==> src/hw/rtl/masked_plane_fit_offset_correction_assert.svh <==
// ----------------------------------------------------------------------------
// Assertion macros for the plane fit offset correction block
// Simulation builds get concurrent assertions, synthesis builds get nothing.
// ----------------------------------------------------------------------------
`ifndef MASKED_PLANE_FIT_OFFSET_CORRECTION_ASSERT_SVH
`define MASKED_PLANE_FIT_OFFSET_CORRECTION_ASSERT_SVH
`ifndef SYNTHESIS
`define MPFOC_ASSERT_IMP(label, clk, rst_n, ante, cons) \
	label: assert property (@(posedge clk) disable iff (!rst_n) (ante) |-> (cons)) \
		else $error("assertion failed");
`define MPFOC_ASSERT_NXT(label, clk, rst_n, ante, cons) \
	label: assert property (@(posedge clk) disable iff (!rst_n) (ante) |=> (cons)) \
		else $error("assertion failed");
`else
`define MPFOC_ASSERT_IMP(label, clk, rst_n, ante, cons)
`define MPFOC_ASSERT_NXT(label, clk, rst_n, ante, cons)
`endif
`endif

==> src/hw/rtl/mpfoc_pkg.sv <==
// ----------------------------------------------------------------------------
// mpfoc_pkg
// Types, widths, codes and matrix helpers of the plane fit offset correction.
// ----------------------------------------------------------------------------
`default_nettype none

package mpfoc_pkg;

	localparam int MAX_SLICES = 64;
	localparam int COMPONENTS = 3;
	localparam int IMAGE_DIM  = 256;
	localparam int TABLE_SIZE = MAX_SLICES * COMPONENTS;
	localparam int IDX_W      = $clog2(TABLE_SIZE);

	localparam int SLICE_W  = 6;
	localparam int COMP_W   = 2;
	localparam int FRAME_W  = 6;
	localparam int POS_W    = 8;
	localparam int TISSUE_W = 16;
	localparam int VEL_W    = 16;
	localparam int COEF_W   = 32;
	localparam int STATUS_W = 2;
	localparam int FRAC_W   = 16;

	localparam int CFG_IDX_W  = 1;
	localparam int CFG_DATA_W = 16;
	localparam logic [CFG_IDX_W-1:0] CFG_THRESHOLD = 1'b0;
	localparam logic [CFG_IDX_W-1:0] CFG_REF_FRAME = 1'b1;

	localparam logic KIND_FIT     = 1'b0;
	localparam logic KIND_CORRECT = 1'b1;

	localparam logic [STATUS_W-1:0] STATUS_OK         = 2'd0;
	localparam logic [STATUS_W-1:0] STATUS_SINGULAR   = 2'd1;
	localparam logic [STATUS_W-1:0] STATUS_NOT_FITTED = 2'd2;

	localparam int SX_W  = 24;
	localparam int SXX_W = 34;
	localparam int N_W   = 17;
	localparam int SXV_W = 48;
	localparam int SV_W  = 40;

	// matrix element, its magnitude, determinant and dividend widths
	localparam int ELEM_W = 49;
	localparam int MAG_W  = 48;
	localparam int DET_W  = 120;
	localparam int DIV_W  = DET_W + FRAC_W;
	localparam int QUO_W  = COEF_W + 1;

	typedef struct packed {
		logic                       is_correct;
		logic [SLICE_W-1:0]         slice;
		logic [COMP_W-1:0]          component;
		logic [POS_W-1:0]           pos_x;
		logic [POS_W-1:0]           pos_y;
		logic signed [VEL_W-1:0]    velocity;
		logic                       last;
		logic                       use_px;
		logic                       in_range;
		logic [IDX_W-1:0]           idx;
	} item_t;

	typedef struct packed {
		logic [SX_W-1:0]  sx;
		logic [SX_W-1:0]  sy;
		logic [SXX_W-1:0] sxx;
		logic [SXX_W-1:0] syy;
		logic [SXX_W-1:0] sxy;
		logic [N_W-1:0]   n;
		logic [SXV_W-1:0] sxv;
		logic [SXV_W-1:0] syv;
		logic [SV_W-1:0]  sv;
	} sums_t;

	typedef struct packed {
		logic                     singular;
		logic [COEF_W-1:0]        cx;
		logic [COEF_W-1:0]        cy;
		logic [COEF_W-1:0]        c0;
	} solve_res_t;

	typedef struct packed {
		logic                     result_kind;
		logic [STATUS_W-1:0]      status;
		logic [COEF_W-1:0]        coef_x;
		logic [COEF_W-1:0]        coef_y;
		logic [COEF_W-1:0]        coef_offset;
		logic [VEL_W-1:0]         corrected_velocity;
	} res_t;

	typedef enum logic [2:0] {
		BK_IDLE,
		BK_START,
		BK_WAIT,
		BK_RD,
		BK_PLANE,
		BK_ROUND
	} back_state_t;

	typedef enum logic [2:0] {
		SV_IDLE,
		SV_LOAD,
		SV_MUL1,
		SV_MUL2,
		SV_CHECK,
		SV_DLOAD,
		SV_DIV,
		SV_DFIN
	} solver_state_t;

	// column picked in each row by one of the six permutation terms of a 3x3 det
	function automatic logic [1:0] term_col(input logic [2:0] term, input logic [1:0] row);
		logic [5:0] cols;
		unique case (term)
			3'd0:    cols = {2'd2, 2'd1, 2'd0};
			3'd1:    cols = {2'd1, 2'd2, 2'd0};
			3'd2:    cols = {2'd2, 2'd0, 2'd1};
			3'd3:    cols = {2'd0, 2'd2, 2'd1};
			3'd4:    cols = {2'd1, 2'd0, 2'd2};
			3'd5:    cols = {2'd0, 2'd1, 2'd2};
			default: cols = {2'd2, 2'd1, 2'd0};
		endcase
		unique case (row)
			2'd0:    return cols[1:0];
			2'd1:    return cols[3:2];
			default: return cols[5:4];
		endcase
	endfunction

	function automatic logic term_neg(input logic [2:0] term);
		return (term == 3'd1) || (term == 3'd2) || (term == 3'd5);
	endfunction

	// element of the normal matrix; det_sel 1..3 swaps column det_sel-1 for b
	function automatic logic signed [ELEM_W-1:0] elem(input sums_t s,
			input logic [1:0] det_sel, input logic [1:0] row, input logic [1:0] col);
		logic signed [ELEM_W-1:0] a;
		logic signed [ELEM_W-1:0] b;
		unique case (row)
			2'd0:    b = ELEM_W'(signed'(s.sxv));
			2'd1:    b = ELEM_W'(signed'(s.syv));
			default: b = ELEM_W'(signed'(s.sv));
		endcase
		unique case ({row, col})
			4'b0000: a = signed'(ELEM_W'(s.sxx));
			4'b0001: a = signed'(ELEM_W'(s.sxy));
			4'b0010: a = signed'(ELEM_W'(s.sx));
			4'b0100: a = signed'(ELEM_W'(s.sxy));
			4'b0101: a = signed'(ELEM_W'(s.syy));
			4'b0110: a = signed'(ELEM_W'(s.sy));
			4'b1000: a = signed'(ELEM_W'(s.sx));
			4'b1001: a = signed'(ELEM_W'(s.sy));
			default: a = signed'(ELEM_W'(s.n));
		endcase
		if (det_sel != 2'd0 && col == 2'(det_sel - 2'd1)) begin
			return b;
		end
		return a;
	endfunction

endpackage

`default_nettype wire

==> src/hw/rtl/mpfoc_sample_if.sv <==
// ----------------------------------------------------------------------------
// mpfoc_sample_if
// Input channel: one pixel transaction with valid/ready handshake.
// ----------------------------------------------------------------------------
`default_nettype none

interface mpfoc_sample_if;
	import mpfoc_pkg::*;

	logic                    valid;
	logic                    ready;
	logic                    req_type;
	logic [SLICE_W-1:0]      slice;
	logic [COMP_W-1:0]       component;
	logic [FRAME_W-1:0]      frame;
	logic [POS_W-1:0]        pos_x;
	logic [POS_W-1:0]        pos_y;
	logic [TISSUE_W-1:0]     tissue_level;
	logic signed [VEL_W-1:0] velocity;
	logic                    last;

	modport source (output valid, req_type, slice, component, frame, pos_x, pos_y,
		tissue_level, velocity, last, input ready);
	modport sink (input valid, req_type, slice, component, frame, pos_x, pos_y,
		tissue_level, velocity, last, output ready);
endinterface

`default_nettype wire

==> src/hw/rtl/mpfoc_front.sv <==
// ----------------------------------------------------------------------------
// mpfoc_front
// Holds configuration, classifies each accepted pixel and pushes it on.
// ----------------------------------------------------------------------------
`default_nettype none

module mpfoc_front (
	input  wire logic                            clk,
	input  wire logic                            arst_n,
	input  wire logic                            cfg_wr_en,
	input  wire logic [mpfoc_pkg::CFG_IDX_W-1:0]  cfg_index,
	input  wire logic [mpfoc_pkg::CFG_DATA_W-1:0] cfg_data,
	mpfoc_sample_if.sink                         sample,
	output logic                                 push_valid,
	input  wire logic                            push_ready,
	output mpfoc_pkg::item_t                     push_item
);
	import mpfoc_pkg::*;

	logic [TISSUE_W-1:0] threshold_q;
	logic [FRAME_W-1:0]  ref_frame_q;
	logic                in_range;

	always_ff @(posedge clk or negedge arst_n) begin
		if (!arst_n) begin
			threshold_q <= '0;
			ref_frame_q <= '0;
		end else if (cfg_wr_en) begin
			unique case (cfg_index)
				CFG_THRESHOLD: threshold_q <= cfg_data[TISSUE_W-1:0];
				default:       ref_frame_q <= cfg_data[FRAME_W-1:0];
			endcase
		end
	end

	assign in_range = (32'(sample.slice) < MAX_SLICES) && (32'(sample.component) < COMPONENTS);

	always_comb begin
		push_item.is_correct = (sample.req_type == KIND_CORRECT);
		push_item.slice      = sample.slice;
		push_item.component  = sample.component;
		push_item.pos_x      = sample.pos_x;
		push_item.pos_y      = sample.pos_y;
		push_item.velocity   = sample.velocity;
		push_item.last       = sample.last;
		push_item.in_range   = in_range;
		push_item.use_px     = (sample.frame == ref_frame_q)
			&& (sample.tissue_level <= threshold_q)
			&& (32'(sample.pos_x) < IMAGE_DIM) && (32'(sample.pos_y) < IMAGE_DIM);
		push_item.idx = in_range
			? IDX_W'(32'(sample.slice) * COMPONENTS + 32'(sample.component)) : '0;
	end

	assign push_valid   = sample.valid;
	assign sample.ready = push_ready;

endmodule

`default_nettype wire

==> src/flat_wrapper.sv <==
// flat-port wrapper written by rule: the top's interface ports become plain ports
module mpfoc_front_flat import mpfoc_pkg::*;
  (clk, arst_n, cfg_wr_en, cfg_index, cfg_data, push_valid, push_ready, push_item, sample_valid, sample_req_type, sample_slice, sample_component, sample_frame, sample_pos_x, sample_pos_y, sample_tissue_level, sample_velocity, sample_last, sample_ready);
  mpfoc_sample_if sample_i ();
  input  wire logic clk;
  input  wire logic arst_n;
  input  wire logic cfg_wr_en;
  input  wire logic [mpfoc_pkg::CFG_IDX_W-1:0] cfg_index;
  input  wire logic [mpfoc_pkg::CFG_DATA_W-1:0] cfg_data;
  output logic push_valid;
  input  wire logic push_ready;
  output mpfoc_pkg::item_t push_item;
  input wire logic [$bits(sample_i.valid)-1:0] sample_valid;
  input wire logic [$bits(sample_i.req_type)-1:0] sample_req_type;
  input wire logic [$bits(sample_i.slice)-1:0] sample_slice;
  input wire logic [$bits(sample_i.component)-1:0] sample_component;
  input wire logic [$bits(sample_i.frame)-1:0] sample_frame;
  input wire logic [$bits(sample_i.pos_x)-1:0] sample_pos_x;
  input wire logic [$bits(sample_i.pos_y)-1:0] sample_pos_y;
  input wire logic [$bits(sample_i.tissue_level)-1:0] sample_tissue_level;
  input wire logic [$bits(sample_i.velocity)-1:0] sample_velocity;
  input wire logic [$bits(sample_i.last)-1:0] sample_last;
  output wire logic [$bits(sample_i.ready)-1:0] sample_ready;
  assign sample_i.valid = sample_valid;
  assign sample_i.req_type = sample_req_type;
  assign sample_i.slice = sample_slice;
  assign sample_i.component = sample_component;
  assign sample_i.frame = sample_frame;
  assign sample_i.pos_x = sample_pos_x;
  assign sample_i.pos_y = sample_pos_y;
  assign sample_i.tissue_level = sample_tissue_level;
  assign sample_i.velocity = sample_velocity;
  assign sample_i.last = sample_last;
  assign sample_ready = sample_i.ready;
  mpfoc_front u_core (.clk(clk), .arst_n(arst_n), .cfg_wr_en(cfg_wr_en), .cfg_index(cfg_index), .cfg_data(cfg_data), .sample(sample_i), .push_valid(push_valid), .push_ready(push_ready), .push_item(push_item));
endmodule
==> config.mk <==
export PLATFORM = sky130hd
export DESIGN_NAME = mpfoc_front_flat
export DESIGN_NICKNAME = d
export VERILOG_FILES = /design/src/hw/rtl/masked_plane_fit_offset_correction_assert.svh /design/src/hw/rtl/mpfoc_pkg.sv /design/src/hw/rtl/mpfoc_sample_if.sv /design/src/hw/rtl/mpfoc_front.sv /design/src/flat_wrapper.sv
export SDC_FILE = /design/constraint.sdc
export NUM_CORES = 1
export LEC_CHECK = 0
export BUFFER_PORTS_ARGS = -buffer_cell sky130_fd_sc_hd__buf_2
export CORE_MARGIN = 1
export CORE_UTILIZATION = 44
export DETAILED_ROUTE_END_ITERATION = 10
export PLACE_DENSITY = 0.86
export SETUP_SLACK_MARGIN = 0.05
export SYNTH_ARGS = -nofsm -noshare
export SYNTH_HDL_FRONTEND = slang
export SYNTH_SLANG_ARGS = --single-unit
==> constraint.sdc <==
create_clock -name clk -period 6.81 [get_ports clk]
set_input_delay 0.681 -clock clk [delete_from_list [all_inputs] [get_ports clk]]
set_output_delay 0.681 -clock clk [all_outputs]
set_load 0.01 [all_outputs]
==> flow_summary.ini <==
[status]
status = finished, final reports clean

[grt]
grt.met1_usage_pct = 16.9
global_route_wire_length_before_repair_mm = 5.82
met2_usage_in_global_routing_pct = 31.9
grt_max_degree = 23
track_usage_pct = 16.6
grt_pass1_vias = 1450
grt.overflow.total = 0
global_route.usage.met3_pct = 3.50
globalRoute.busiestLayer = met2
grt_antenna_before_repair = 0

[worst_setup_path]
crit_path_max_cell_delay_ns = 0.54
worst-endpoint-arrival_ns = 2.82
setup.reg_to_reg.worst_slack_ns = 6.03
critical-path-slowest-cell = fa_1
critPathLaunchType = primary input
cp_data_required_time_ns = 6.13
worstSetupPathType = in -> out
regToRegEndpoint = u_core.ref_frame_q[0]$_DFFE_PN0P_
worst-path-max-fanout = 3
crit_chain = buf_2, fa_1, ha_1, inv_1, fa_1, nor2b_1, o21ai_0, a21boi_0, o21ai_0, a21oi_1, buf_2
r2r-start = u_core.ref_frame_q[0]$_DFFE_PN0P_
worst_reg_to_reg_path_cell_count = 1
end_kind = primary output

[finish]
finish.instance_area_mm2 = 0.00203
finish.net_count = 359
area_growth_from_synthesis_to_layout_pct = 4.85
proportion_of_layout_cells_with_a_drive_suffix_above_1_pct = 32.2
final.fill_count = 410
final_std_cells_w_o_fill = 292
insertedDiodeCount = 0

[clock_network]
post_cts_hold_buffer_count = 0
cts_max_level = 1
cts-buffers-inserted = 3
post_cts.resized_instances = 0
cts_setup_buffers = 0
number_of_clock_sinks = 22
clk_root_buffer_cell = clkbuf_8
clk_transition_reported_paths_ns = 0.08
cts_tree = built
cts_max_path_buffers = 2
clock_insertion_delay_worst_skew_ns = 0.26

[timing]
min_tclk_post_route_ns = 3.50
clock-skew-final_ns = 0
rsz0062_at_grt = no
finalMaxSlewViolations = 0
worst_slew_pin_slew_ns = 0.595
hold_viol = 0
relSlewSlack_pct = 60.2
fmaxAchievable_mhz = 286
final_period_utilization_pct = 51.4
setup_viol_count_final = 0
fin_setup_tns_ns = 0

[power_and_ir_drop]
p_leak_nw = 1.09
worst_vdd_rail_ir_drop_mv = 0.111
powerDensity_mw_per_mm2 = 178

[route]
drcViolationCount = 0
final_antenna_net_count = 0
via_count = 1484
detailedRoute.firstIterationViolations = 28
vias_per_cell = 5.08
wire_per_inst_um = 11.9
postRouteWirelength_mm = 3.48
drt_first_pass_iters = 4

[logic_synthesis]
synth-seq-cells = 22
synth.net_count = 335
yosysWarnings = 0
synth-edff-count = 0
synthCells = 220
yosysSeqAreaShare_pct = 28.5
area_of_the_mapped_netlist_mm2 = 0.00193
synth.avg_cell_area_um2 = 8.79
synthDistinctLibCells = 25
postSynth.asyncResetShare_pct = 100
synth_ff_type = dfrtp_1

[die]
initial_utilization_pct = 47.0
core_area_mm2 = 0.00412
dieArea_mm2 = 0.00467
placement_rows = 23
io_pins = 140
floorplan.die.height_um = 68.3
die_width_um = 68.3

[placement]
port-buffer-count = 67
place.detailed.hpwl_mm = 2.79
placed_cell_area_mm2 = 0.00199
finalWeightedCongestion = 0.800
placed_cells = 289

[flow_run]
cap_viol_max_count = 0

[hold_path]
holdCritPathClass = in -> async
[cell usage after synthesis, types with 5 or more instances]
| cell | count | area share (%) |
|---|---|---|
| nor2_1 | 6 | 1.2 |
| mux2_2 | 7 | 4.1 |
| a21o_1 | 5 | 1.9 |
| a21oi_1 | 9 | 2.3 |
| ha_1 | 27 | 17 |
| nand2_1 | 20 | 3.9 |
| buf_4 | 45 | 17 |
| dfrtp_1 | 22 | 28 |
| inv_1 | 24 | 4.7 |
| o21ai_0 | 19 | 4.9 |
[metrics by stage]
step	setup WS, ns	hold slack, ns	total power, mW	util [%]
finish	3.31	0.375	0.362	49.3
global route	3.12	0.416	0.389	49.3
floorplan	3.59	0.385	0.262	-
global placement	3.36	0.508	0.277	48.3
CTS	3.30	0.398	0.363	49.3
detailed placement	3.31	0.505	0.283	48.3
[cells in the final DEF, fill, tap and decap left out, drive strengths merged, types with 2 or more instances in the layout]
master,n
nor2,6
o21ai,19
mux2,7
nor2b,4
nand2,20
nor4,2
a21o,5
nand4,3
nor3,2
and2,4
clkbuf,3
buf,68
xor2,4
dfrtp,22
inv,24
a21boi,2
nand3,2
xnor2,3
a21oi,9
ha,27
fa,2
[flip-flops by register name (all words and copies together), names as in the netlist]
register and count:
u_core.ref_frame_q 6, u_core.threshold_q 16
[layout make-up]
cell class / instances / area (um^2) / share of cell area, %
clock buffer: 3 / 41.3 / 2.04
inverter: 24 / 90.1 / 4.44
multi-input combinational: 125 / 941 / 46.4
sequential: 22 / 551 / 27.1
tap: 50 / 62.6 / 3.08
timing repair buffer: 68 / 343 / 16.9
[how the worst max path moves through the flow]
stage / endpoint / depth (start not counted) / startpoint / slack, ns
2_1_floorplan: push_item[7] / 9 / sample_component[1] / 3.59
3_3_place_gp: push_item[7] / 11 / sample_component[1] / 3.36
3_5_place_dp: push_item[7] / 11 / sample_component[1] / 3.31
4_1_cts: push_item[7] / 11 / sample_component[1] / 3.30
5_1_grt: push_item[7] / 11 / sample_component[1] / 3.12
6_report: push_item[7] / 11 / sample_component[1] / 3.31
[worst max-delay path: cells and delay by family]
family,cells,cell delay (ns)
compound gates,4,0.60
fa+ha+maj,3,1.08
simple gates,1,0.15
buf+inv,3,0.32
[where the power goes]
part	switching, mW	leakage [nW]	internal (mW)	total [mW]
Sequential	0.00737	0.267	0.148	0.155
Combinational	0.0650	0.803	0.0606	0.126
Clock	0.0412	0.0216	0.0395	0.0807
Total	0.114	1.09	0.248	0.362
[cells by family after synthesis]
group	after synthesis	synth area share, %
xor+xnor	7	3.17
buf+inv	73	22.9
simple gates	44	10.7
fa+ha+maj	29	19.5
mux	7	4.08
compound gates	38	11.2
flops	22	28.5
[metal layers]
metal | share of wire (%) | vias up
met1 | 40 | 670
met3 | 9.1 | 13
met2 | 49 | 77
met5 | 0 | -
li1 | - | 724
met4 | 1.8 | 0
(Power assumes the default switching activity.)
