### src/hw/rtl/masked_plane_fit_offset_correction_assert.svh
// ----------------------------------------------------------------------------
// Assertion macros for the plane fit offset correction block
// Simulation builds get concurrent assertions, synthesis builds get nothing.
// ----------------------------------------------------------------------------
`ifndef MASKED_PLANE_FIT_OFFSET_CORRECTION_ASSERT_SVH
`define MASKED_PLANE_FIT_OFFSET_CORRECTION_ASSERT_SVH
`ifndef SYNTHESIS
`define MPFOC_ASSERT_IMP(label, clk, rst_n, ante, cons) \
	label: assert property (@(posedge clk) disable iff (!rst_n) (ante) |-> (cons)) \
		else $error("assertion failed");
`define MPFOC_ASSERT_NXT(label, clk, rst_n, ante, cons) \
	label: assert property (@(posedge clk) disable iff (!rst_n) (ante) |=> (cons)) \
		else $error("assertion failed");
`else
`define MPFOC_ASSERT_IMP(label, clk, rst_n, ante, cons)
`define MPFOC_ASSERT_NXT(label, clk, rst_n, ante, cons)
`endif
`endif

### src/hw/rtl/mpfoc_pkg.sv
// ----------------------------------------------------------------------------
// mpfoc_pkg
// Types, widths, codes and matrix helpers of the plane fit offset correction.
// ----------------------------------------------------------------------------
`default_nettype none

package mpfoc_pkg;

	localparam int MAX_SLICES = 64;
	localparam int COMPONENTS = 3;
	localparam int IMAGE_DIM  = 256;
	localparam int TABLE_SIZE = MAX_SLICES * COMPONENTS;
	localparam int IDX_W      = $clog2(TABLE_SIZE);

	localparam int SLICE_W  = 6;
	localparam int COMP_W   = 2;
	localparam int FRAME_W  = 6;
	localparam int POS_W    = 8;
	localparam int TISSUE_W = 16;
	localparam int VEL_W    = 16;
	localparam int COEF_W   = 32;
	localparam int STATUS_W = 2;
	localparam int FRAC_W   = 16;

	localparam int CFG_IDX_W  = 1;
	localparam int CFG_DATA_W = 16;
	localparam logic [CFG_IDX_W-1:0] CFG_THRESHOLD = 1'b0;
	localparam logic [CFG_IDX_W-1:0] CFG_REF_FRAME = 1'b1;

	localparam logic KIND_FIT     = 1'b0;
	localparam logic KIND_CORRECT = 1'b1;

	localparam logic [STATUS_W-1:0] STATUS_OK         = 2'd0;
	localparam logic [STATUS_W-1:0] STATUS_SINGULAR   = 2'd1;
	localparam logic [STATUS_W-1:0] STATUS_NOT_FITTED = 2'd2;

	localparam int SX_W  = 24;
	localparam int SXX_W = 34;
	localparam int N_W   = 17;
	localparam int SXV_W = 48;
	localparam int SV_W  = 40;

	// matrix element, its magnitude, determinant and dividend widths
	localparam int ELEM_W = 49;
	localparam int MAG_W  = 48;
	localparam int DET_W  = 120;
	localparam int DIV_W  = DET_W + FRAC_W;
	localparam int QUO_W  = COEF_W + 1;

	typedef struct packed {
		logic                       is_correct;
		logic [SLICE_W-1:0]         slice;
		logic [COMP_W-1:0]          component;
		logic [POS_W-1:0]           pos_x;
		logic [POS_W-1:0]           pos_y;
		logic signed [VEL_W-1:0]    velocity;
		logic                       last;
		logic                       use_px;
		logic                       in_range;
		logic [IDX_W-1:0]           idx;
	} item_t;

	typedef struct packed {
		logic [SX_W-1:0]  sx;
		logic [SX_W-1:0]  sy;
		logic [SXX_W-1:0] sxx;
		logic [SXX_W-1:0] syy;
		logic [SXX_W-1:0] sxy;
		logic [N_W-1:0]   n;
		logic [SXV_W-1:0] sxv;
		logic [SXV_W-1:0] syv;
		logic [SV_W-1:0]  sv;
	} sums_t;

	typedef struct packed {
		logic                     singular;
		logic [COEF_W-1:0]        cx;
		logic [COEF_W-1:0]        cy;
		logic [COEF_W-1:0]        c0;
	} solve_res_t;

	typedef struct packed {
		logic                     result_kind;
		logic [STATUS_W-1:0]      status;
		logic [COEF_W-1:0]        coef_x;
		logic [COEF_W-1:0]        coef_y;
		logic [COEF_W-1:0]        coef_offset;
		logic [VEL_W-1:0]         corrected_velocity;
	} res_t;

	typedef enum logic [2:0] {
		BK_IDLE,
		BK_START,
		BK_WAIT,
		BK_RD,
		BK_PLANE,
		BK_ROUND
	} back_state_t;

	typedef enum logic [2:0] {
		SV_IDLE,
		SV_LOAD,
		SV_MUL1,
		SV_MUL2,
		SV_CHECK,
		SV_DLOAD,
		SV_DIV,
		SV_DFIN
	} solver_state_t;

	// column picked in each row by one of the six permutation terms of a 3x3 det
	function automatic logic [1:0] term_col(input logic [2:0] term, input logic [1:0] row);
		logic [5:0] cols;
		unique case (term)
			3'd0:    cols = {2'd2, 2'd1, 2'd0};
			3'd1:    cols = {2'd1, 2'd2, 2'd0};
			3'd2:    cols = {2'd2, 2'd0, 2'd1};
			3'd3:    cols = {2'd0, 2'd2, 2'd1};
			3'd4:    cols = {2'd1, 2'd0, 2'd2};
			3'd5:    cols = {2'd0, 2'd1, 2'd2};
			default: cols = {2'd2, 2'd1, 2'd0};
		endcase
		unique case (row)
			2'd0:    return cols[1:0];
			2'd1:    return cols[3:2];
			default: return cols[5:4];
		endcase
	endfunction

	function automatic logic term_neg(input logic [2:0] term);
		return (term == 3'd1) || (term == 3'd2) || (term == 3'd5);
	endfunction

	// element of the normal matrix; det_sel 1..3 swaps column det_sel-1 for b
	function automatic logic signed [ELEM_W-1:0] elem(input sums_t s,
			input logic [1:0] det_sel, input logic [1:0] row, input logic [1:0] col);
		logic signed [ELEM_W-1:0] a;
		logic signed [ELEM_W-1:0] b;
		unique case (row)
			2'd0:    b = ELEM_W'(signed'(s.sxv));
			2'd1:    b = ELEM_W'(signed'(s.syv));
			default: b = ELEM_W'(signed'(s.sv));
		endcase
		unique case ({row, col})
			4'b0000: a = signed'(ELEM_W'(s.sxx));
			4'b0001: a = signed'(ELEM_W'(s.sxy));
			4'b0010: a = signed'(ELEM_W'(s.sx));
			4'b0100: a = signed'(ELEM_W'(s.sxy));
			4'b0101: a = signed'(ELEM_W'(s.syy));
			4'b0110: a = signed'(ELEM_W'(s.sy));
			4'b1000: a = signed'(ELEM_W'(s.sx));
			4'b1001: a = signed'(ELEM_W'(s.sy));
			default: a = signed'(ELEM_W'(s.n));
		endcase
		if (det_sel != 2'd0 && col == 2'(det_sel - 2'd1)) begin
			return b;
		end
		return a;
	endfunction

endpackage

`default_nettype wire

### src/hw/rtl/mpfoc_queue.sv
// ----------------------------------------------------------------------------
// mpfoc_queue
// Two-entry queue between the classifying front and the executing back.
// ----------------------------------------------------------------------------
`default_nettype none

module mpfoc_queue (
	input  wire logic         clk,
	input  wire logic         arst_n,
	input  wire logic         push_valid,
	output logic              push_ready,
	input  mpfoc_pkg::item_t  push_item,
	output logic              pop_valid,
	input  wire logic         pop_ready,
	output mpfoc_pkg::item_t  pop_item
);
	import mpfoc_pkg::*;

	item_t       slot_q [2];
	logic        wr_ptr_q;
	logic        rd_ptr_q;
	logic [1:0]  count_q;
	logic        do_push;
	logic        do_pop;

	assign push_ready = (count_q != 2'd2);
	assign pop_valid  = (count_q != 2'd0);
	assign pop_item   = slot_q[rd_ptr_q];
	assign do_push    = push_valid && push_ready;
	assign do_pop     = pop_valid && pop_ready;

	always_ff @(posedge clk) begin
		if (do_push) begin
			slot_q[wr_ptr_q] <= push_item;
		end
	end

	always_ff @(posedge clk or negedge arst_n) begin
		if (!arst_n) begin
			wr_ptr_q <= 1'b0;
			rd_ptr_q <= 1'b0;
			count_q  <= 2'd0;
		end else begin
			if (do_push) begin
				wr_ptr_q <= ~wr_ptr_q;
			end
			if (do_pop) begin
				rd_ptr_q <= ~rd_ptr_q;
			end
			count_q <= 2'(count_q + {1'b0, do_push} - {1'b0, do_pop});
		end
	end

endmodule

`default_nettype wire

### config.mk
export PLATFORM = sky130hd
export DESIGN_NAME = mpfoc_queue
export DESIGN_NICKNAME = d
export VERILOG_FILES = /design/src/hw/rtl/masked_plane_fit_offset_correction_assert.svh /design/src/hw/rtl/mpfoc_pkg.sv /design/src/hw/rtl/mpfoc_queue.sv
export SDC_FILE = /design/constraint.sdc
export NUM_CORES = 1
export LEC_CHECK = 0
export ABC_AREA = 1
export BUFFER_PORTS_ARGS = -buffer_cell sky130_fd_sc_hd__buf_2
export CAP_MARGIN = 20
export CORE_MARGIN = 5
export CORE_UTILIZATION = 35
export DETAILED_ROUTE_END_ITERATION = 6
export SETUP_SLACK_MARGIN = 0.5
export SLEW_MARGIN = 20
export SYNTH_ARGS = -nofsm -noshare
export SYNTH_HDL_FRONTEND = slang
export SYNTH_SLANG_ARGS = --single-unit
### constraint.sdc
create_clock -name clk -period 3.1 [get_ports clk]
set_input_delay 0.93 -clock clk [delete_from_list [all_inputs] [get_ports clk]]
set_output_delay 0.93 -clock clk [all_outputs]
set_load 0.01 [all_outputs]
==> reports/results.ini, run 1 <==
[power_and_ir_drop]
max-vdd-ir-drop_uv=505.7
finalPower_w=0.004945
pwr_density_cell_nw_per_um2=970.1
p_leak_nw=2.219

[setup_path]
required_ns=2.17
worstPathCellList=clkinv_8, nand2_1, nand2_1, buf_2
crit_arrival_ns=1.51
slowest_stage=dfrtp_4
crit-reg2reg-launch=count_q[0]$_DFF_PN0_
critical_path_class=reg2out
crit_path_max_fanout=53
slowest_delay_ns=0.58
path_common_cell=nand2_1
cp-end-kind=output port
crit_start=rd_ptr_q$_DFFE_PN0P_
reg2reg_depth=5
critPathLaunchType=flop

[placement]
place_inst=548
place.gp.congestion=0.7217
hpwl_um=5124
port_buffers=109

[timing]
hold_ws_ns=0.3960
finalCritPeriodShare_pct=78.75
setup_viol=0
max_slew.worst_pin.slew_ns=0.5396
rsz0062_at_grt=yes
slew_viol_final=0
worst_clock_skew_ns=0.006958
relSlewSlack_pct=63.98
period_needed_ns=2.441
fin_tns_setup_ns=0
hold_viol=0
fmax_ghz=0.4096

[die]
die_h_um=117.5
die_w_um=117.5
initial_utilization_pct=35.58
die_area_um2=13810
core_area_um2=11370
ioPinCount=110
num_rows=39

[clock_network]
cts_tree=done
clk_latency_ns=0.33
clkTransAtPathRegs_ns=0.07
clock_path_buffers=2
numCtsBuffers=9
h-tree-depth=3
cts_hold_buffers=0
cts_root_buffer=clkbuf_16
post_cts_buffers=0
clock-sinks=108

[synthesis]
ys_seq_area_share_pct=79.68
ys_types=10
syn_area_um2=4045
synth_most_common_cell=nand2_1
synth_flop_cell=edfxtp_1
synth_commonest_cells=nand2_1, edfxtp_1, inv_1
netlist_top_cells_area=edfxtp_1, nand2_1, dfrtp_1, buf_6, buf_4
syn_avg_cell_area_um2=13.35
syn-num-nets=361
synth.largest_area_cell=edfxtp_1
async_flop_share_pct=3.704
ys_ff_latch=108
ys.warnings.count=0
yosysTopAreaCellShare_pct=77.20
synth_cells=303
synth_edf_count=104

[detailed_routing]
avgViaCountPerCell=4.479
ant_nets=0
drc=0
dr.pass1.iters=4
dr.first_iter.drc_count=139
avgRoutedWirePerCell_um=14.21
postRouteWirelength_um=8012
vias=2526

[grt]
grt_pass1_vias=2535
grt_pass1_wl_um=13030
grt_antenna_before_repair=0
gr-usage-all-layers_pct=11.72
grt_start_max_net_pins=54
gr-total-overflow=0

[finish]
num-fill-cells=1079
drive_above_1_share_pct=31.59
fin_nets=474
antennaDiodeCount=0
area_delta_synth_final_pct=26.01
stdcell_count=564

[outcome]
outcome=finished clean

[hold_path]
hp-class=in2async

[flow_run]
maxCapViolations=0

-- cell families (layout without fill, tap and decap cells) --
| logic type | Yosys count | count (layout) | share of synthesized area (%) |
|---|---|---|---|
| and+or+nand+nor | 173 | 173 | 16.15 |
| buffers and inverters | 20 | 138 | 3.557 |
| DFF | 108 | 108 | 79.68 |
| adders and majority gates | 2 | 2 | 0.6185 |
-- registers in the layout (all words and copies together), names as in the netlist --
register / cells
wr_ptr_q: 1
rd_ptr_q: 1
count_q: 2
slot_q: 104
-- timing repair --
action                                  CTS  global route
endpoints found under the hold margin     0             0
resized for setup                         0             4
endpoints found under the setup margin    0            52
-- layout make-up --
cell class | count | area [um^2] | area share, %
clock buffer | 9 | 225.2 | 4.418
clock inverter | 7 | 130.1 | 2.553
inverter | 9 | 46.29 | 0.9082
multi-input combinational | 175 | 685.7 | 13.45
sequential | 108 | 3227 | 63.30
tap | 143 | 178.9 | 3.510
timing repair buffer | 113 | 604.3 | 11.86
-- power by group --
part           internal [W]  switching (W)  leakage, nW
Combinational      0.000512       0.000993         1.03
Clock              0.000806       0.000524        0.174
Sequential          0.00199       0.000118         1.01
-- per-layer routing --
metal  vias to the layer above  GRT usage, %  part of all wire (%)  wire [um]
met5                         -             0                     0          0
met4                         0         3.441                   1.2         98
met3                        11         3.604                   6.8        543
met2                        79         19.17                    49       3897
met1                      1197         15.04                    43       3472
li1                       1239             -                     -          -
-- stage by stage --
step / util (%) / worst slack [ns] / cell area [um^2]
after floorplan: - / 0.6498 / 4053
after global placement: 41.59 / 0.8904 / 4728
after detailed placement: 41.59 / 0.8819 / 4728
after CTS: 44.71 / 0.5112 / 5084
after global routing: 44.83 / 0.4994 / 5097
final: 44.83 / 0.6588 / 5097
-- cell usage in the layout (no fill, tap or decap) --
cell type | Yosys | routed
edfxtp_1 | 104 | 104
clkbuf_16 | 0 | 9
inv_8 | 0 | 2
buf_12 | 0 | 2
nand2_1 | 169 | 169
clkinv_8 | 0 | 1
buf_2 | 0 | 109
dfrtp_1 | 4 | 3
bufinv_16 | 0 | 3
clkinv_4 | 0 | 1
ha_1 | 2 | 2
buf_4 | 5 | 1
inv_1 | 8 | 7
dfrtp_4 | 0 | 1
nor2_4 | 0 | 1
inv_2 | 0 | 1
buf_6 | 6 | 1
inv_6 | 1 | 1
nand3_1 | 3 | 3
-- path summary, 6_finish.rpt --
kind	end	slack (ns)
setup / recovery	pop_item[18]	0.66
hold / removal	wr_ptr_q$_DFFE_PN0N_	0.40
setup reg to reg	slot_q[0][40]$_DFFE_PP_	1.43
hold reg to reg	wr_ptr_q$_DFFE_PN0N_	0.51
max in group asynchronous	rd_ptr_q$_DFFE_PN0P_	2.56
min in group clk	wr_ptr_q$_DFFE_PN0N_	0.51
-- worst max-delay path: cells and delay by family (launching register included) --
family,cells,cell delay (ns)
simple gates,2,0.19
buf+inv,2,0.40
flops,1,0.58
Power figures use the tool's default switching activity.
==> inputs of run 2 (changes only) <==
==> constraint.sdc (replaced) <==
create_clock -name clk -period 2.44 [get_ports clk]
set_input_delay 0.732 -clock clk [delete_from_list [all_inputs] [get_ports clk]]
set_output_delay 0.732 -clock clk [all_outputs]
set_load 0.01 [all_outputs]
==> reports/results.ini, run 2 (same netlist as run 1, synthesis figures left out) <==
[finish]
largestRegisters=slot_q x104, count_q x2  ; unchanged
mostFrequentLayoutCells=nand2_1, buf_2, edfxtp_1, clkbuf_16, inv_1  ; unchanged
antennaDiodeCount=0  ; unchanged
drive_above_1_share_pct=33.72  ; was 31.59%
largest_register=slot_q  ; unchanged
fin_nets=485  ; was 474
final_common_cell=nand2_1  ; unchanged
area_delta_synth_final_pct=28.24  ; was 26.01%
stdcell_count=573  ; was 564
largest_register_ffs=104  ; unchanged

[timing]
worst_clock_skew_ns=0.006557  ; was 0.006958 ns
max_slew.worst_pin.slew_ns=0.4058  ; was 0.5396 ns
setup_viol=0  ; unchanged
relSlewSlack_pct=72.95  ; was 63.98%
slew_viol_final=0  ; unchanged
fmax_ghz=0.4764
fin_tns_setup_ns=0  ; unchanged
finalCritPeriodShare_pct=86.02
rsz0062_at_grt=yes  ; unchanged
period_needed_ns=2.099
hold_viol=0  ; unchanged

[setup_path]
cp-end-kind=output port  ; unchanged
critical_path_class=reg2out  ; unchanged
required_ns=1.71  ; was 2.17 ns
crit_path_max_fanout=9  ; was 53
critPathLaunchType=flop  ; unchanged
crit_arrival_ns=1.37  ; was 1.51 ns

[clock_network]
clock-sinks=108  ; unchanged
cts_hold_buffers=0  ; unchanged
numCtsBuffers=9  ; unchanged
clock_path_buffers=2  ; unchanged
h-tree-depth=3  ; unchanged
clkTransAtPathRegs_ns=0.06  ; was 0.07 ns
clk_latency_ns=0.33  ; about the same
cts_tree=done  ; unchanged
cts_root_buffer=clkbuf_16  ; unchanged

[placement]
hpwl_um=5090  ; was 5124 um
place_inst=550  ; was 548
port_buffers=109  ; unchanged
place.gp.congestion=0.7067  ; was 0.7217

[die]
die_area_um2=13810  ; unchanged
die_w_um=117.5  ; unchanged
ioPinCount=110  ; unchanged
num_rows=39  ; unchanged
initial_utilization_pct=35.58  ; unchanged
die_h_um=117.5  ; unchanged
core_area_um2=11370  ; unchanged

[detailed_routing]
avgRoutedWirePerCell_um=15.38  ; was 14.21 um
drc=0  ; unchanged
vias=2571  ; was 2526
avgViaCountPerCell=4.487  ; was 4.479
dr.pass1.iters=4  ; unchanged
dr.first_iter.drc_count=125  ; was 139
ant_nets=0  ; unchanged
postRouteWirelength_um=8811  ; was 8012 um

[hold_path]
hp-class=in2async  ; unchanged

[grt]
grt_start_max_net_pins=54  ; unchanged
gr-total-overflow=0  ; unchanged
grt_pass1_vias=2504  ; was 2535
gr-usage-all-layers_pct=11.08  ; was 11.72%
grt_antenna_before_repair=0  ; unchanged
grt_pass1_wl_um=12250  ; was 13030 um

[power_and_ir_drop]
clkPwrFrac_pct=21.4  ; was 26.9%
internal-power_w=0.004154  ; was 0.003310 W
p_leak_nw=2.254  ; was 2.219 nW
pwr-share-seq_pct=41.8  ; was 42.7%
pwr_density_cell_nw_per_um2=1219  ; was 970.1 nW/um^2
p_switching_w=0.002168  ; was 0.001635 W
finalPower_w=0.006323  ; was 0.004945 W
max-vdd-ir-drop_uv=658.4  ; was 505.7 uV
swShare_pct=34.30  ; was 33.06%
comb_power_share_pct=36.8  ; was 30.4%

[flow_run]
maxCapViolations=0  ; unchanged

[outcome]
outcome=finished clean  ; unchanged

run 2: routing by layer:
metal / part of all wire, % / GRT usage (%) / wire (um)
met1: 42 / 12.31 / 3731
met5: 0 / 0 / 0
met3: 6.6 / 4.469 / 578
met2: 50 / 19.09 / 4391
met4: 1.2 / 4.086 / 110
run 2: final cells by class:
| cell class | instances | area, um^2 |
|---|---|---|
| sequential | 108 | 3224 |
| timing repair buffer | 121 | 705.7 |
| clock inverter | 3 | 40.04 |
| timing repair inverter | 3 | 41.29 |
| inverter | 9 | 50.05 |
| multi-input combinational | 175 | 714.4 |
| fill | 1043 | 6182 |
| clock buffer | 11 | 232.7 |
| tap | 143 | 178.9 |
run 2: critical path: stages, from the launching register on:
cell and delay, ns:
dfrtp_2 0.45, buf_4 0.17, clkbuf_16 0.17, nand2_1 0.06
nand2_1 0.06, buf_2 0.13
run 2: through the flow:
stage	area (um^2)	hold slack [ns]	util, %	worst slack [ns]
after global placement	4743	0.4578	41.72	0.5997
after global routing	5187	0.1836	45.63	0.2787
final	5187	0.1967	45.63	0.3410
after CTS	5040	0.1880	44.33	0.3317
after floorplan	4078	0.4364	-	0.4506
after detailed placement	4743	0.4801	41.72	0.5939
run 2: power by group through the flow:
stage	sequential (W)	clock [W]	combinational, W
floorplan	0.00265	0	0.00130
global placement	0.00266	0	0.00196
detailed placement	0.00268	0	0.00199
CTS	0.00265	0.00140	0.00203
global route	0.00267	0.00148	0.00257
finish	0.00264	0.00135	0.00233
run 2: worst paths after layout:
path                                            to  cells past startpoint  slack (ns)                  from
max                                   pop_item[13]                      5        0.34  rd_ptr_q$_DFFE_PN0P_
min                           wr_ptr_q$_DFFE_PN0N_                      1        0.20                arst_n
max reg2reg                slot_q[0][11]$_DFFE_PP_                      4        0.96  count_q[1]$_DFF_PN0_
min reg2reg                   wr_ptr_q$_DFFE_PN0N_                      2        0.50  wr_ptr_q$_DFFE_PN0N_
max in group asynchronous     rd_ptr_q$_DFFE_PN0P_                      1        2.11                arst_n
min in group clk              wr_ptr_q$_DFFE_PN0N_                      2        0.50  wr_ptr_q$_DFFE_PN0N_
run 2: repair_timing:
| action | 4_1_cts | 5_1_grt |
|---|---|---|
| cloned | 0 | 5 |
| setup endpoints to repair | 52 | 53 |
| setup buffers | 0 | 4 |
| resized for setup | 6 | 12 |
==> inputs of run 3 (changes only) <==
==> constraint.sdc (replaced) <==
create_clock -name clk -period 2.44 [get_ports clk]
set_input_delay 0.244 -clock clk [delete_from_list [all_inputs] [get_ports clk]]
set_output_delay 0.244 -clock clk [all_outputs]
set_load 0.01 [all_outputs]
==> reports/results.ini, run 3 (same netlist as run 1, synthesis figures left out) <==
[outcome]
outcome=finished clean  ; unchanged

[clock_network]
clkTransAtPathRegs_ns=0.06  ; about the same
clock_path_buffers=2  ; unchanged
clk_latency_ns=0.33  ; about the same
clock-sinks=108  ; unchanged
cts_tree=done  ; unchanged
h-tree-depth=3  ; unchanged
cts_root_buffer=clkbuf_16  ; unchanged
numCtsBuffers=9  ; unchanged
post_cts_buffers=0  ; unchanged

[timing]
relSlewSlack_pct=72.64  ; was 72.95%
fmax_ghz=0.5577  ; was 0.4764 GHz
slew_viol_final=0  ; unchanged
worst_clock_skew_ns=0.004841  ; was 0.006557 ns
rsz0062_at_grt=no  ; was yes
max_slew.worst_pin.slew_ns=0.4104  ; was 0.4058 ns
hold_viol=0  ; unchanged
fin_tns_setup_ns=0  ; unchanged
period_needed_ns=1.793  ; was 2.099 ns
setup_viol=0  ; unchanged
finalCritPeriodShare_pct=73.48  ; was 86.02%
fin_ws_ns=0.6470  ; was 0.3410 ns

[power_and_ir_drop]
p_leak_nw=2.176  ; was 2.254 nW
max-vdd-ir-drop_uv=476.5  ; was 658.4 uV
finalPower_w=0.005878  ; was 0.006323 W
pwr_density_cell_nw_per_um2=1174  ; was 1219 nW/um^2

[grt]
grt_antenna_before_repair=1  ; was 0
gr-usage-all-layers_pct=11.38  ; was 11.08%
grt_start_max_net_pins=54  ; unchanged
gr-total-overflow=0  ; unchanged
grt_pass1_wl_um=12540  ; was 12250 um
grt_pass1_vias=2521  ; was 2504

[placement]
port_buffers=109  ; unchanged
place.gp.congestion=0.7240  ; was 0.7067
hpwl_um=5209  ; was 5090 um
place_ws_ns=0.9766  ; was 0.5939 ns

[detailed_routing]
avgViaCountPerCell=4.413  ; was 4.487
dr.pass1.iters=4  ; unchanged
vias=2498  ; was 2571
postRouteWirelength_um=7738  ; was 8811 um
drc=0  ; unchanged
ant_nets=0  ; unchanged
avgRoutedWirePerCell_um=13.67  ; was 15.38 um
dr.first_iter.drc_count=103  ; was 125

[die]
core_area_um2=11370  ; unchanged
ioPinCount=110  ; unchanged
num_rows=39  ; unchanged
initial_utilization_pct=35.58  ; unchanged
die_area_um2=13810  ; unchanged
die_h_um=117.5  ; unchanged
die_w_um=117.5  ; unchanged

[flow_run]
maxCapViolations=0  ; unchanged

[finish]
drive_above_1_share_pct=30.81  ; was 33.72%
largestRegisters=slot_q x104, count_q x2  ; unchanged
final_common_cell=nand2_1  ; unchanged
fin_nets=477  ; was 485
final_util_pct=44.03  ; was 45.63%
seq_area_um2=3224  ; unchanged
multi_input_area_um2=685.7  ; was 714.4 um^2
area_delta_synth_final_pct=23.75  ; was 28.24%
mostFrequentLayoutCells=nand2_1, buf_2, edfxtp_1, clkbuf_16, inv_1  ; unchanged
num-fill-cells=1089  ; was 1043
largest_register_ffs=104  ; unchanged
largest_register=slot_q  ; unchanged

[setup_path]
crit_path_max_fanout=53  ; was 9
critPathLaunchType=flop  ; unchanged
crit_start=rd_ptr_q$_DFFE_PN0P_  ; unchanged
crit_arrival_ns=1.55  ; was 1.37 ns
r2r_setup_slack_ns=0.99  ; was 0.96 ns
timing.rr.end=slot_q[0][15]$_DFFE_PP_  ; was slot_q[0][11]$_DFFE_PP_
required_ns=2.20  ; was 1.71 ns
cp-end-kind=output port  ; unchanged
critical_path_class=reg2out  ; unchanged
reg2reg_depth=4  ; unchanged
crit-reg2reg-launch=count_q[1]$_DFF_PN0_  ; unchanged
endpoint=pop_item[24]  ; was pop_item[13]

[hold_path]
hp-class=in2reg  ; was in2async

==> run 3: cell count changes in the layout (fill, tap and decap cells not counted), moves of 2 or more <==
| cell | previous run | this run |
|---|---|---|
| buf_8 | 2 | 0 |
| nand2_1 | 165 | 169 |
| buf_12 | 3 | 0 |
| clkinv_1 | 0 | 2 |
| nand2_2 | 3 | 0 |
| clkinv_8 | 2 | 0 |
==> run 3: how the worst min path moves through the flow <==
| stage | startpoint | endpoint | slack, ns | cells past startpoint |
|---|---|---|---|---|
| CTS | push_item[40] | slot_q[0][40]$_DFFE_PP_ | 0.08 | 1 |
| global placement | arst_n | count_q[1]$_DFF_PN0_ | 0.06 | 1 |
| floorplan | arst_n | count_q[0]$_DFF_PN0_ | -0.05 | 0 |
| global route | push_item[3] | slot_q[1][3]$_DFFE_PP_ | 0.08 | 1 |
| finish | push_item[40] | slot_q[0][40]$_DFFE_PP_ | 0.1 | 1 |
| detailed placement | arst_n | count_q[1]$_DFF_PN0_ | 0.06 | 1 |
==> run 3: area by class of cell <==
type	instances	area share (%)
Clock buffer	10	4.574
Timing Repair Buffer	116	12.00
Antenna cell	1	0.04999
Tap cell	143	3.574
Inverter	9	0.8498
Multi-Input combinational cell	175	13.70
Sequential cell	108	64.41
Clock inverter	4	0.8498
==> run 3: timing repair <==
action                    in CTS  in global routing
resized for setup              0                  0
hold endpoints to repair       4                  0
hold buffers                   1                  0
==> run 3: worst max-delay path, cell delays in order, from the launching register on <==
cell and delay [ns]:
dfrtp_2 0.51, inv_6 0.32, nand2_1 0.13, nand2_1 0.08, buf_2 0.12
==> run 3: where the power goes <==
group	total, W	internal [W]	switching [W]
logic	0.00187	0.000628	0.00124
registers	0.00266	0.00253	0.000128
clock network	0.00135	0.000775	0.000573
==> run 3: per-layer routing <==
metal	vias to the layer above	part of all wire, %	track usage [%]
met5	-	0.26	0
met4	2	2.0	5.591
met3	12	6.9	3.700
met2	69	48	17.64
met1	1167	43	14.34
li1	1248	-	-
==> run 3: metrics by stage <==
step / hold slack, ns / std cells / cell area [um^2]
3_3_place_gp: 0.05616 / 550 / 4722
5_1_grt: 0.07701 / 565 / 5004
2_1_floorplan: -0.05159 / 303 / 4056
6_report: 0.09515 / 566 / 5006
4_1_cts: 0.07786 / 565 / 5004
3_5_place_dp: 0.06303 / 550 / 4722
